[src/pda_pkg.sv]
// Shared types, widths and the sequencer program of the proper divisor analyzer.
package pda_pkg;

	localparam int NUMBER_W     = 32;
	localparam int OPER_W       = 32;
	localparam int TRIAL_W      = 17;
	localparam int SQ_W         = 33;
	localparam int COUNT_W      = 11;
	localparam int SUM_W        = 36;
	localparam int STEP_W       = 4;
	localparam int NUM_BITS_DEF = 32;

	typedef enum logic [3:0] {
		ACT_NONE,
		ACT_LOAD,
		ACT_INIT,
		ACT_DIV_GO,
		ACT_ACCUM,
		ACT_FINISH,
		ACT_FIRST,
		ACT_CHECK,
		ACT_EMIT
	} act_t;

	typedef enum logic [1:0] {
		HOLD_NEVER,
		HOLD_NO_INPUT,
		HOLD_DIV_BUSY,
		HOLD_OUT_FULL
	} hold_t;

	typedef enum logic [2:0] {
		JMP_NEVER,
		JMP_ALWAYS,
		JMP_SQ_ABOVE,
		JMP_SECOND_PASS,
		JMP_PARTNER
	} jmp_t;

	localparam logic [STEP_W-1:0] STEP_WAIT     = 4'd0;
	localparam logic [STEP_W-1:0] STEP_INIT     = 4'd1;
	localparam logic [STEP_W-1:0] STEP_TEST     = 4'd2;
	localparam logic [STEP_W-1:0] STEP_DIV_GO   = 4'd3;
	localparam logic [STEP_W-1:0] STEP_DIV_WAIT = 4'd4;
	localparam logic [STEP_W-1:0] STEP_ACCUM    = 4'd5;
	localparam logic [STEP_W-1:0] STEP_FINISH   = 4'd6;
	localparam logic [STEP_W-1:0] STEP_FIRST    = 4'd7;
	localparam logic [STEP_W-1:0] STEP_EMIT     = 4'd8;
	localparam logic [STEP_W-1:0] STEP_CHECK    = 4'd10;

	typedef struct packed {
		hold_t             hold;
		act_t              act;
		jmp_t              jmp;
		logic [STEP_W-1:0] target;
	} uword_t;

	// Control store: one word per step.
	function automatic uword_t ucode_rom(input logic [STEP_W-1:0] step);
		uword_t w;
		w = '{hold: HOLD_NEVER, act: ACT_NONE, jmp: JMP_ALWAYS, target: STEP_WAIT};
		case (step)
			STEP_WAIT:     w = '{hold: HOLD_NO_INPUT, act: ACT_LOAD, jmp: JMP_NEVER,
			                     target: STEP_WAIT};
			STEP_INIT:     w = '{hold: HOLD_NEVER, act: ACT_INIT, jmp: JMP_NEVER,
			                     target: STEP_WAIT};
			STEP_TEST:     w = '{hold: HOLD_NEVER, act: ACT_NONE, jmp: JMP_SQ_ABOVE,
			                     target: STEP_FINISH};
			STEP_DIV_GO:   w = '{hold: HOLD_NEVER, act: ACT_DIV_GO, jmp: JMP_NEVER,
			                     target: STEP_WAIT};
			STEP_DIV_WAIT: w = '{hold: HOLD_DIV_BUSY, act: ACT_NONE, jmp: JMP_NEVER,
			                     target: STEP_WAIT};
			STEP_ACCUM:    w = '{hold: HOLD_NEVER, act: ACT_ACCUM, jmp: JMP_ALWAYS,
			                     target: STEP_TEST};
			STEP_FINISH:   w = '{hold: HOLD_NEVER, act: ACT_FINISH, jmp: JMP_SECOND_PASS,
			                     target: STEP_CHECK};
			STEP_FIRST:    w = '{hold: HOLD_NEVER, act: ACT_FIRST, jmp: JMP_PARTNER,
			                     target: STEP_INIT};
			STEP_EMIT:     w = '{hold: HOLD_OUT_FULL, act: ACT_EMIT, jmp: JMP_ALWAYS,
			                     target: STEP_WAIT};
			STEP_CHECK:    w = '{hold: HOLD_NEVER, act: ACT_CHECK, jmp: JMP_ALWAYS,
			                     target: STEP_EMIT};
			default:       w = '{hold: HOLD_NEVER, act: ACT_NONE, jmp: JMP_ALWAYS,
			                     target: STEP_WAIT};
		endcase
		return w;
	endfunction

endpackage

[src/pda_div.sv]
// Restoring divider, one quotient bit per cycle.
module pda_div #(
	parameter int DIVIDEND_W = pda_pkg::OPER_W,
	parameter int DIVISOR_W  = pda_pkg::TRIAL_W
) (
	input  logic                  clk,
	input  logic                  arst_n,
	input  logic                  start,
	input  logic [DIVIDEND_W-1:0] dividend,
	input  logic [DIVISOR_W-1:0]  divisor,
	output logic                  busy,
	output logic [DIVIDEND_W-1:0] quotient,
	output logic [DIVISOR_W-1:0]  remainder
);

	localparam int CNT_W = $clog2(DIVIDEND_W + 1);

	logic [DIVIDEND_W-1:0] quo_q;
	logic [DIVISOR_W-1:0]  rem_q;
	logic [DIVISOR_W-1:0]  dvs_q;
	logic [CNT_W-1:0]      bits_q;
	logic [DIVISOR_W:0]    partial;
	logic [DIVISOR_W:0]    diff;
	logic                  fits;

	assign partial = {rem_q, quo_q[DIVIDEND_W-1]};
	assign diff    = partial - {1'b0, dvs_q};
	assign fits    = partial >= {1'b0, dvs_q};

	always_ff @(posedge clk or negedge arst_n) begin
		if (!arst_n) begin
			bits_q <= '0;
		end else if (start) begin
			bits_q <= CNT_W'(DIVIDEND_W);
		end else if (bits_q != '0) begin
			bits_q <= bits_q - CNT_W'(1);
		end
	end

	always_ff @(posedge clk) begin
		if (start) begin
			quo_q <= dividend;
			rem_q <= '0;
			dvs_q <= divisor;
		end else if (bits_q != '0) begin
			quo_q <= {quo_q[DIVIDEND_W-2:0], fits};
			rem_q <= fits ? diff[DIVISOR_W-1:0] : partial[DIVISOR_W-1:0];
		end
	end

	assign busy      = bits_q != '0;
	assign quotient  = quo_q;
	assign remainder = rem_q;

endmodule

[src/proper_divisor_analyzer.sv]
// Top level: microcoded trial-division analyzer of proper divisors.
//
//   channel         signals                                   direction
//   number          num_valid, num_ready, number              in
//   result          res_valid, res_ready, divisor_count,      out
//                   divisor_sum, is_perfect, is_amicable_smaller
//   partner limit   partner_limit_we, partner_limit_wdata     in (write only)
//
// A pass over operand m runs test, divider start, divider iterations, wait exit and
// accumulate for each candidate up to floor(sqrt(m)); the shared bit-serial divider
// dominates that cost. A second pass over the divisor sum runs only for a candidate
// partner.
// Reset clears the step counter, pass marker and result valid and sets the partner limit to all ones.
// A stalled result holds while the next number runs; only the emit step waits on it.
module proper_divisor_analyzer #(
	parameter int NUM_BITS = pda_pkg::NUM_BITS_DEF
) (
	input  logic                         clk,
	input  logic                         arst_n,
	input  logic                         num_valid,
	output logic                         num_ready,
	input  logic [pda_pkg::NUMBER_W-1:0] number,
	output logic                         res_valid,
	input  logic                         res_ready,
	output logic [pda_pkg::COUNT_W-1:0]  divisor_count,
	output logic [pda_pkg::SUM_W-1:0]    divisor_sum,
	output logic                         is_perfect,
	output logic                         is_amicable_smaller,
	input  logic                         partner_limit_we,
	input  logic [pda_pkg::NUMBER_W-1:0] partner_limit_wdata
);

	localparam int KEEP_W = (NUM_BITS < pda_pkg::NUMBER_W) ? NUM_BITS : pda_pkg::NUMBER_W;
	localparam logic [pda_pkg::NUMBER_W-1:0] IN_MASK =
		pda_pkg::NUMBER_W'((64'd1 << KEEP_W) - 64'd1);

	localparam int SW = pda_pkg::SUM_W;
	localparam int CW = pda_pkg::COUNT_W;
	localparam int TW = pda_pkg::TRIAL_W;
	localparam int QW = pda_pkg::SQ_W;
	localparam int OW = pda_pkg::OPER_W;

	// Sequencer
	logic [pda_pkg::STEP_W-1:0] step_q;
	pda_pkg::uword_t            uw;
	logic                       held;
	logic                       taken;
	logic                       go;

	// Datapath
	logic [pda_pkg::NUMBER_W-1:0] n_q;
	logic [OW-1:0]                oper_q;
	logic [TW-1:0]                trial_q;
	logic [QW-1:0]                sq_q;
	logic [CW-1:0]                cnt_q;
	logic [SW-1:0]                sum_q;
	logic [CW-1:0]                fp_cnt_q;
	logic [SW-1:0]                fp_sum_q;
	logic                         perfect_q;
	logic                         amic_q;
	logic                         second_q;
	logic [pda_pkg::NUMBER_W-1:0] limit_q;
	logic                         partner;
	logic                         res_full;

	// Divider
	logic          div_start;
	logic          div_busy;
	logic [OW-1:0] div_quo;
	logic [TW-1:0] div_rem;

	assign uw = pda_pkg::ucode_rom(step_q);

	assign res_full = res_valid && !res_ready;

	// Stall the current step until its wait condition clears.
	always_comb begin
		case (uw.hold)
			pda_pkg::HOLD_NEVER:    held = 1'b0;
			pda_pkg::HOLD_NO_INPUT: held = !num_valid;
			pda_pkg::HOLD_DIV_BUSY: held = div_busy;
			pda_pkg::HOLD_OUT_FULL: held = res_full;
			default:                held = 1'b0;
		endcase
	end

	assign go = !held;

	// A partner is worth a second pass when it is above the number and within the limit.
	assign partner = (n_q != '0) && (sum_q > SW'(n_q)) && (sum_q <= SW'(limit_q));

	always_comb begin
		case (uw.jmp)
			pda_pkg::JMP_NEVER:       taken = 1'b0;
			pda_pkg::JMP_ALWAYS:      taken = 1'b1;
			pda_pkg::JMP_SQ_ABOVE:    taken = sq_q > QW'(oper_q);
			pda_pkg::JMP_SECOND_PASS: taken = second_q;
			pda_pkg::JMP_PARTNER:     taken = partner;
			default:                  taken = 1'b0;
		endcase
	end

	assign num_ready = (uw.act == pda_pkg::ACT_LOAD);
	assign div_start = (uw.act == pda_pkg::ACT_DIV_GO);

	pda_div #(
		.DIVIDEND_W(OW),
		.DIVISOR_W (TW)
	) u_div (
		.clk      (clk),
		.arst_n   (arst_n),
		.start    (div_start),
		.dividend (oper_q),
		.divisor  (trial_q),
		.busy     (div_busy),
		.quotient (div_quo),
		.remainder(div_rem)
	);

	// Control registers: step counter, pass marker, result valid, limit.
	always_ff @(posedge clk or negedge arst_n) begin
		if (!arst_n) begin
			step_q    <= pda_pkg::STEP_WAIT;
			second_q  <= 1'b0;
			res_valid <= 1'b0;
			limit_q   <= '1;
		end else begin
			if (partner_limit_we) begin
				limit_q <= partner_limit_wdata;
			end
			if (held) begin
				step_q <= step_q;
			end else if (taken) begin
				step_q <= uw.target;
			end else begin
				step_q <= step_q + pda_pkg::STEP_W'(1);
			end
			if (go && uw.act == pda_pkg::ACT_LOAD) begin
				second_q <= 1'b0;
			end else if (go && uw.act == pda_pkg::ACT_FIRST && partner) begin
				second_q <= 1'b1;
			end
			// A new result wins over the transfer of the one before it.
			if (go && uw.act == pda_pkg::ACT_EMIT) begin
				res_valid <= 1'b1;
			end else if (res_ready) begin
				res_valid <= 1'b0;
			end
		end
	end

	// Datapath registers, driven by the action field of the control word.
	always_ff @(posedge clk) begin
		if (go) begin
			case (uw.act)
				pda_pkg::ACT_LOAD: begin
					n_q    <= number & IN_MASK;
					oper_q <= OW'(number & IN_MASK);
					amic_q <= 1'b0;
				end
				pda_pkg::ACT_INIT: begin
					trial_q <= TW'(1);
					sq_q    <= QW'(1);
					cnt_q   <= '0;
					sum_q   <= '0;
				end
				pda_pkg::ACT_ACCUM: begin
					if (div_rem == '0) begin
						if (div_quo != OW'(trial_q)) begin
							cnt_q <= cnt_q + CW'(2);
							sum_q <= sum_q + SW'(trial_q) + SW'(div_quo);
						end else begin
							cnt_q <= cnt_q + CW'(1);
							sum_q <= sum_q + SW'(trial_q);
						end
					end
					trial_q <= trial_q + TW'(1);
					sq_q    <= sq_q + QW'(trial_q) + QW'(trial_q) + QW'(1);
				end
				pda_pkg::ACT_FINISH: begin
					// Drop the operand itself; zero has no candidates at all.
					if (oper_q == '0) begin
						cnt_q <= '0;
						sum_q <= '0;
					end else begin
						cnt_q <= cnt_q - CW'(1);
						sum_q <= sum_q - SW'(oper_q);
					end
				end
				pda_pkg::ACT_FIRST: begin
					fp_cnt_q  <= cnt_q;
					fp_sum_q  <= sum_q;
					perfect_q <= (n_q != '0) && (sum_q == SW'(n_q));
					if (partner) begin
						oper_q <= sum_q[OW-1:0];
					end
				end
				pda_pkg::ACT_CHECK: begin
					amic_q <= (sum_q == SW'(n_q));
				end
				pda_pkg::ACT_EMIT: begin
					divisor_count       <= fp_cnt_q;
					divisor_sum         <= fp_sum_q;
					is_perfect          <= perfect_q;
					is_amicable_smaller <= amic_q;
				end
				default: begin
				end
			endcase
		end
	end

	// The number is only taken while the divider is idle.
	a_ready_div_idle: assert property (@(posedge clk) disable iff (!arst_n)
		num_ready |-> !div_busy)
		else $error("number taken while divider busy");

	// Starting a division makes the divider busy in the next cycle.
	a_div_starts: assert property (@(posedge clk) disable iff (!arst_n)
		div_start |=> div_busy)
		else $error("divider did not start");

	// The running square tracks the candidate at every test.
	a_square_tracks: assert property (@(posedge clk) disable iff (!arst_n)
		(step_q == pda_pkg::STEP_TEST) |->
			((QW + 1)'(sq_q) == (QW + 1)'(34'(trial_q) * 34'(trial_q))))
		else $error("candidate square out of step");

	// A perfect number can never be the smaller member of an amicable pair.
	a_flags_exclusive: assert property (@(posedge clk) disable iff (!arst_n)
		res_valid |-> !(is_perfect && is_amicable_smaller))
		else $error("perfect and amicable both set");

endmodule

[config.mk]
export PLATFORM = sky130hd
export DESIGN_NAME = proper_divisor_analyzer
export DESIGN_NICKNAME = d
export VERILOG_FILES = /design/src/pda_pkg.sv /design/src/pda_div.sv /design/src/proper_divisor_analyzer.sv
export SDC_FILE = /design/constraint.sdc
export NUM_CORES = 1
export LEC_CHECK = 0
export ABC_AREA = 1
export BUFFER_PORTS_ARGS = -buffer_cell sky130_fd_sc_hd__buf_2
export CELL_PAD_IN_SITES_DETAIL_PLACEMENT = 2
export CELL_PAD_IN_SITES_GLOBAL_PLACEMENT = 2
export CORE_MARGIN = 4
export CORE_UTILIZATION = 35
export CTS_BUF_LIST = sky130_fd_sc_hd__clkbuf_2 sky130_fd_sc_hd__clkbuf_4 sky130_fd_sc_hd__clkbuf_8
export DETAILED_ROUTE_END_ITERATION = 10
export PLACE_DENSITY = 0.83
export SLEW_MARGIN = 20
export SYNTH_ARGS = -nofsm -noshare
export SYNTH_HDL_FRONTEND = slang
export SYNTH_SLANG_ARGS = --single-unit
[constraint.sdc]
create_clock -name clk -period 5.79 [get_ports clk]
set_input_delay 0.2895 -clock clk [delete_from_list [all_inputs] [get_ports clk]]
set_output_delay 0.2895 -clock clk [all_outputs]
set_load 0.05 [all_outputs]
==> results.ini <==
[run_status]
status = completed

[timing]
drv_slew = 0
slew_headroom = 0.256
fin_skew_ps = 33.4
hold_violations = 0
fin_crit_sh = 0.931
layout_min_cycle_time_ps = 5390
setup_tns_ps = 0
rsz0062_at_grt = no
fmax_mhz = 186
tightestPinTransition_ps = 1120
setup_violations = 0
whs_ps = 121

[final_layout]
final_common_cell = nand2_1
finalNonFillerCells = 4353
syn2layout_area_growth_pct = 16.0
layout_common_cells = 780 x nand2_1, 400 x inv_1, 308 x edfxtp_1
drive_gt1_frac = 0.103
fin_nets = 3640

[detailed_routing]
first_pass_iters = 6
drt_iter0_markers = 1994
wirelength_um = 122000
routedWlPerCell_um = 27.9
vias_per_cell = 5.75
routed-via-count = 25000
postRouteAntennaNets = 0
drc = 0

[global_routing]
grt_max_degree = 65
grt_pass1_vias = 27500
grt_overflow = 0
antenna_found_initial = 3
grt_pass1_wl_um = 180000
grt_usage = 0.307

[floorplanning]
dieArea_um2 = 76500
fp.dieW_um = 277
core-area_um2 = 71500
floorplan.initialDensity = 0.353
die_y_um = 277
rows = 98
ios = 120

[setup_path]
cp_slowest_cell = nor4_1
cpMostUsedCell = nand2_1
crit_buf_inv = 2
arrival_ps = 5800
critical_path_required_ps = 6210
critPathTopFamily = simple AND/OR/NAND/NOR gates
worst_setup_path_start_kind = register
crit_chain = ha_1 -> nand2_1 -> nor2_1 -> nand2_1 -> nor4_1 -> nand2_1 -> nand2_1 -> inv_1 -> nor2_1 -> nand2_1 -> and2_1 -> ha_1 -> nand2_1 -> nor2_1 -> inv_1 -> o21ai_0 -> a21oi_1 -> nand2_1 -> o21ai_0 -> nand3_1
crit_type = register to register
cp-end-kind = register
worstPathMaxFanout = 7
slowest_delay_ps = 620

[placement]
hpwl_um = 84400
io_buffer_count = 119
routabilityCongestion = 0.978
place_inst = 4148

[clock_network]
cts_tree = yes
clk_latency_ps = 710
clockRootBuffer = clkbuf_8
cts_setup_buffers = 0
cts.sinks = 369
h-tree-depth = 3
cts_resized = 0
cts_buffers = 74
path_clk_slew_ps = 90
clk_path_buf_depth = 3

[logic_synthesis]
synthFlopType = edfxtp_1
syn_inst = 3109
ys_warn_count = 0
async_flop_share = 0.119
ys_seq_area_frac = 0.425
ys_types = 63
netlist_area_um2 = 25300
synth_area_per_cell_um2 = 8.12
synth_nets = 3407
synth-edff-count = 308
ys_ff_latch = 369

[min_path]
worstHoldPathType = input port to register

[job]
cap_violations = 0

-- synthesized netlist by cell type (3+ instances only) --
| cell type | n | area share |
|---|---|---|
| nand4_1 | 57 | 0.014 |
| inv_1 | 400 | 0.059 |
| edfxtp_1 | 308 | 0.37 |
| dfstp_2 | 32 | 0.033 |
| o21ai_0 | 225 | 0.045 |
| inv_2 | 10 | 0.0015 |
| a31oi_1 | 13 | 0.0032 |
| xor2_1 | 52 | 0.018 |
| a21o_1 | 16 | 0.0048 |
| o21ai_1 | 14 | 0.0028 |
| o221ai_1 | 4 | 0.0014 |
| nor2_1 | 271 | 0.040 |
| nand3b_1 | 7 | 0.0021 |
| or2_2 | 13 | 0.0032 |
| ha_1 | 224 | 0.11 |
| buf_4 | 3 | 0.00089 |
| and3_1 | 4 | 0.00099 |
| o21a_1 | 22 | 0.0065 |
| clkbuf_1 | 26 | 0.0039 |
| o211ai_1 | 18 | 0.0053 |
| buf_2 | 15 | 0.0030 |
| nor2b_1 | 3 | 0.00074 |
| nand3_1 | 154 | 0.031 |
| o22ai_1 | 13 | 0.0032 |
| dfxtp_1 | 17 | 0.013 |
| xnor2_1 | 41 | 0.014 |
| buf_1 | 3 | 0.00045 |
| a21oi_1 | 229 | 0.045 |
| nor4_1 | 23 | 0.0057 |
| dfrtp_1 | 12 | 0.012 |
| o221ai_2 | 3 | 0.0018 |
| nor3_1 | 38 | 0.0075 |
| fa_1 | 5 | 0.0040 |
| nand2_1 | 780 | 0.12 |
| and2_1 | 3 | 0.00074 |
| o2111ai_1 | 3 | 0.0010 |
| o21bai_1 | 16 | 0.0048 |
-- cell families (layout without fill, tap and decap cells) --
logic type	Yosys count	in the layout	synth area share
mux	1	1	0.000446
simple gates	1365	1365	0.226
other cells	0	3	0
xor+xnor	93	93	0.0322
compound gates	592	592	0.132
fa+ha+maj	229	229	0.115
flops	369	369	0.425
buf+inv	460	751	0.0699
-- worst paths after layout --
path	cells past startpoint	slack, ps	startpoint	to
worst max-delay path	20	400	trial_q[16]	sum_q[27]
worst min-delay path	3	120	partner_limit_we	limit_q[18]
worst max register to register	20	400	trial_q[16]	sum_q[27]
worst min register to register	0	420	fp_sum_q[31]	divisor_sum[31]
max in group asynchronous	3	4890	arst_n	u_div.bits_q[0]
min in group asynchronous	3	360	arst_n	second_q
-- routing by layer --
layer	wire, um	GRT usage
met5	0	0
met4	7660	0.168
met3	6700	0.0530
met2	58100	0.524
met1	49100	0.370
-- layout make-up --
| type | instances | area (um2) |
|---|---|---|
| well taps | 950 | 1190 |
| clock buffers | 99 | 1250 |
| flip-flops and latches | 369 | 10700 |
| inverters | 412 | 1550 |
| diodes | 3 | 7.51 |
| fillers | 8062 | 42200 |
| multi-input cells | 2280 | 12800 |
| repair buffers | 205 | 1430 |
| clock inverters | 35 | 303 |
-- timing repair --
item                                   in CTS  in global routing
hold buffers                               66                  0
endpoints found under the hold margin     110                  0
setup endpoints to repair                   0                  0
-- through the flow --
| stage | worst slack [ps] | area [um2] | util |
|---|---|---|---|
| floorplan | 245 | 25300 | - |
| global placement | 795 | 27000 | 0.378 |
| detailed placement | 640 | 27000 | 0.378 |
| CTS | 581 | 29200 | 0.409 |
| global route | 60.6 | 29300 | 0.410 |
| finish | 402 | 29300 | 0.410 |
-- registers in the layout, summed over array words and instances, names as in the netlist, 17 cells and up --
register and count:
trial_q 17, u_div.remainder 17, oper_q 32, fp_sum_q 36, u_div.quotient 32, divisor_sum 36, u_div.dvs_q 17, limit_q 32
sq_q 33, n_q 32, sum_q 36
-- tightest hold or removal path, stage by stage --
cell     delay, ps
buf_4          310
nand2_1        130
o21ai_0         80
Power is not shown: default switching activity piles up to over one toggle a cycle in this logic, so the estimate is an artifact.
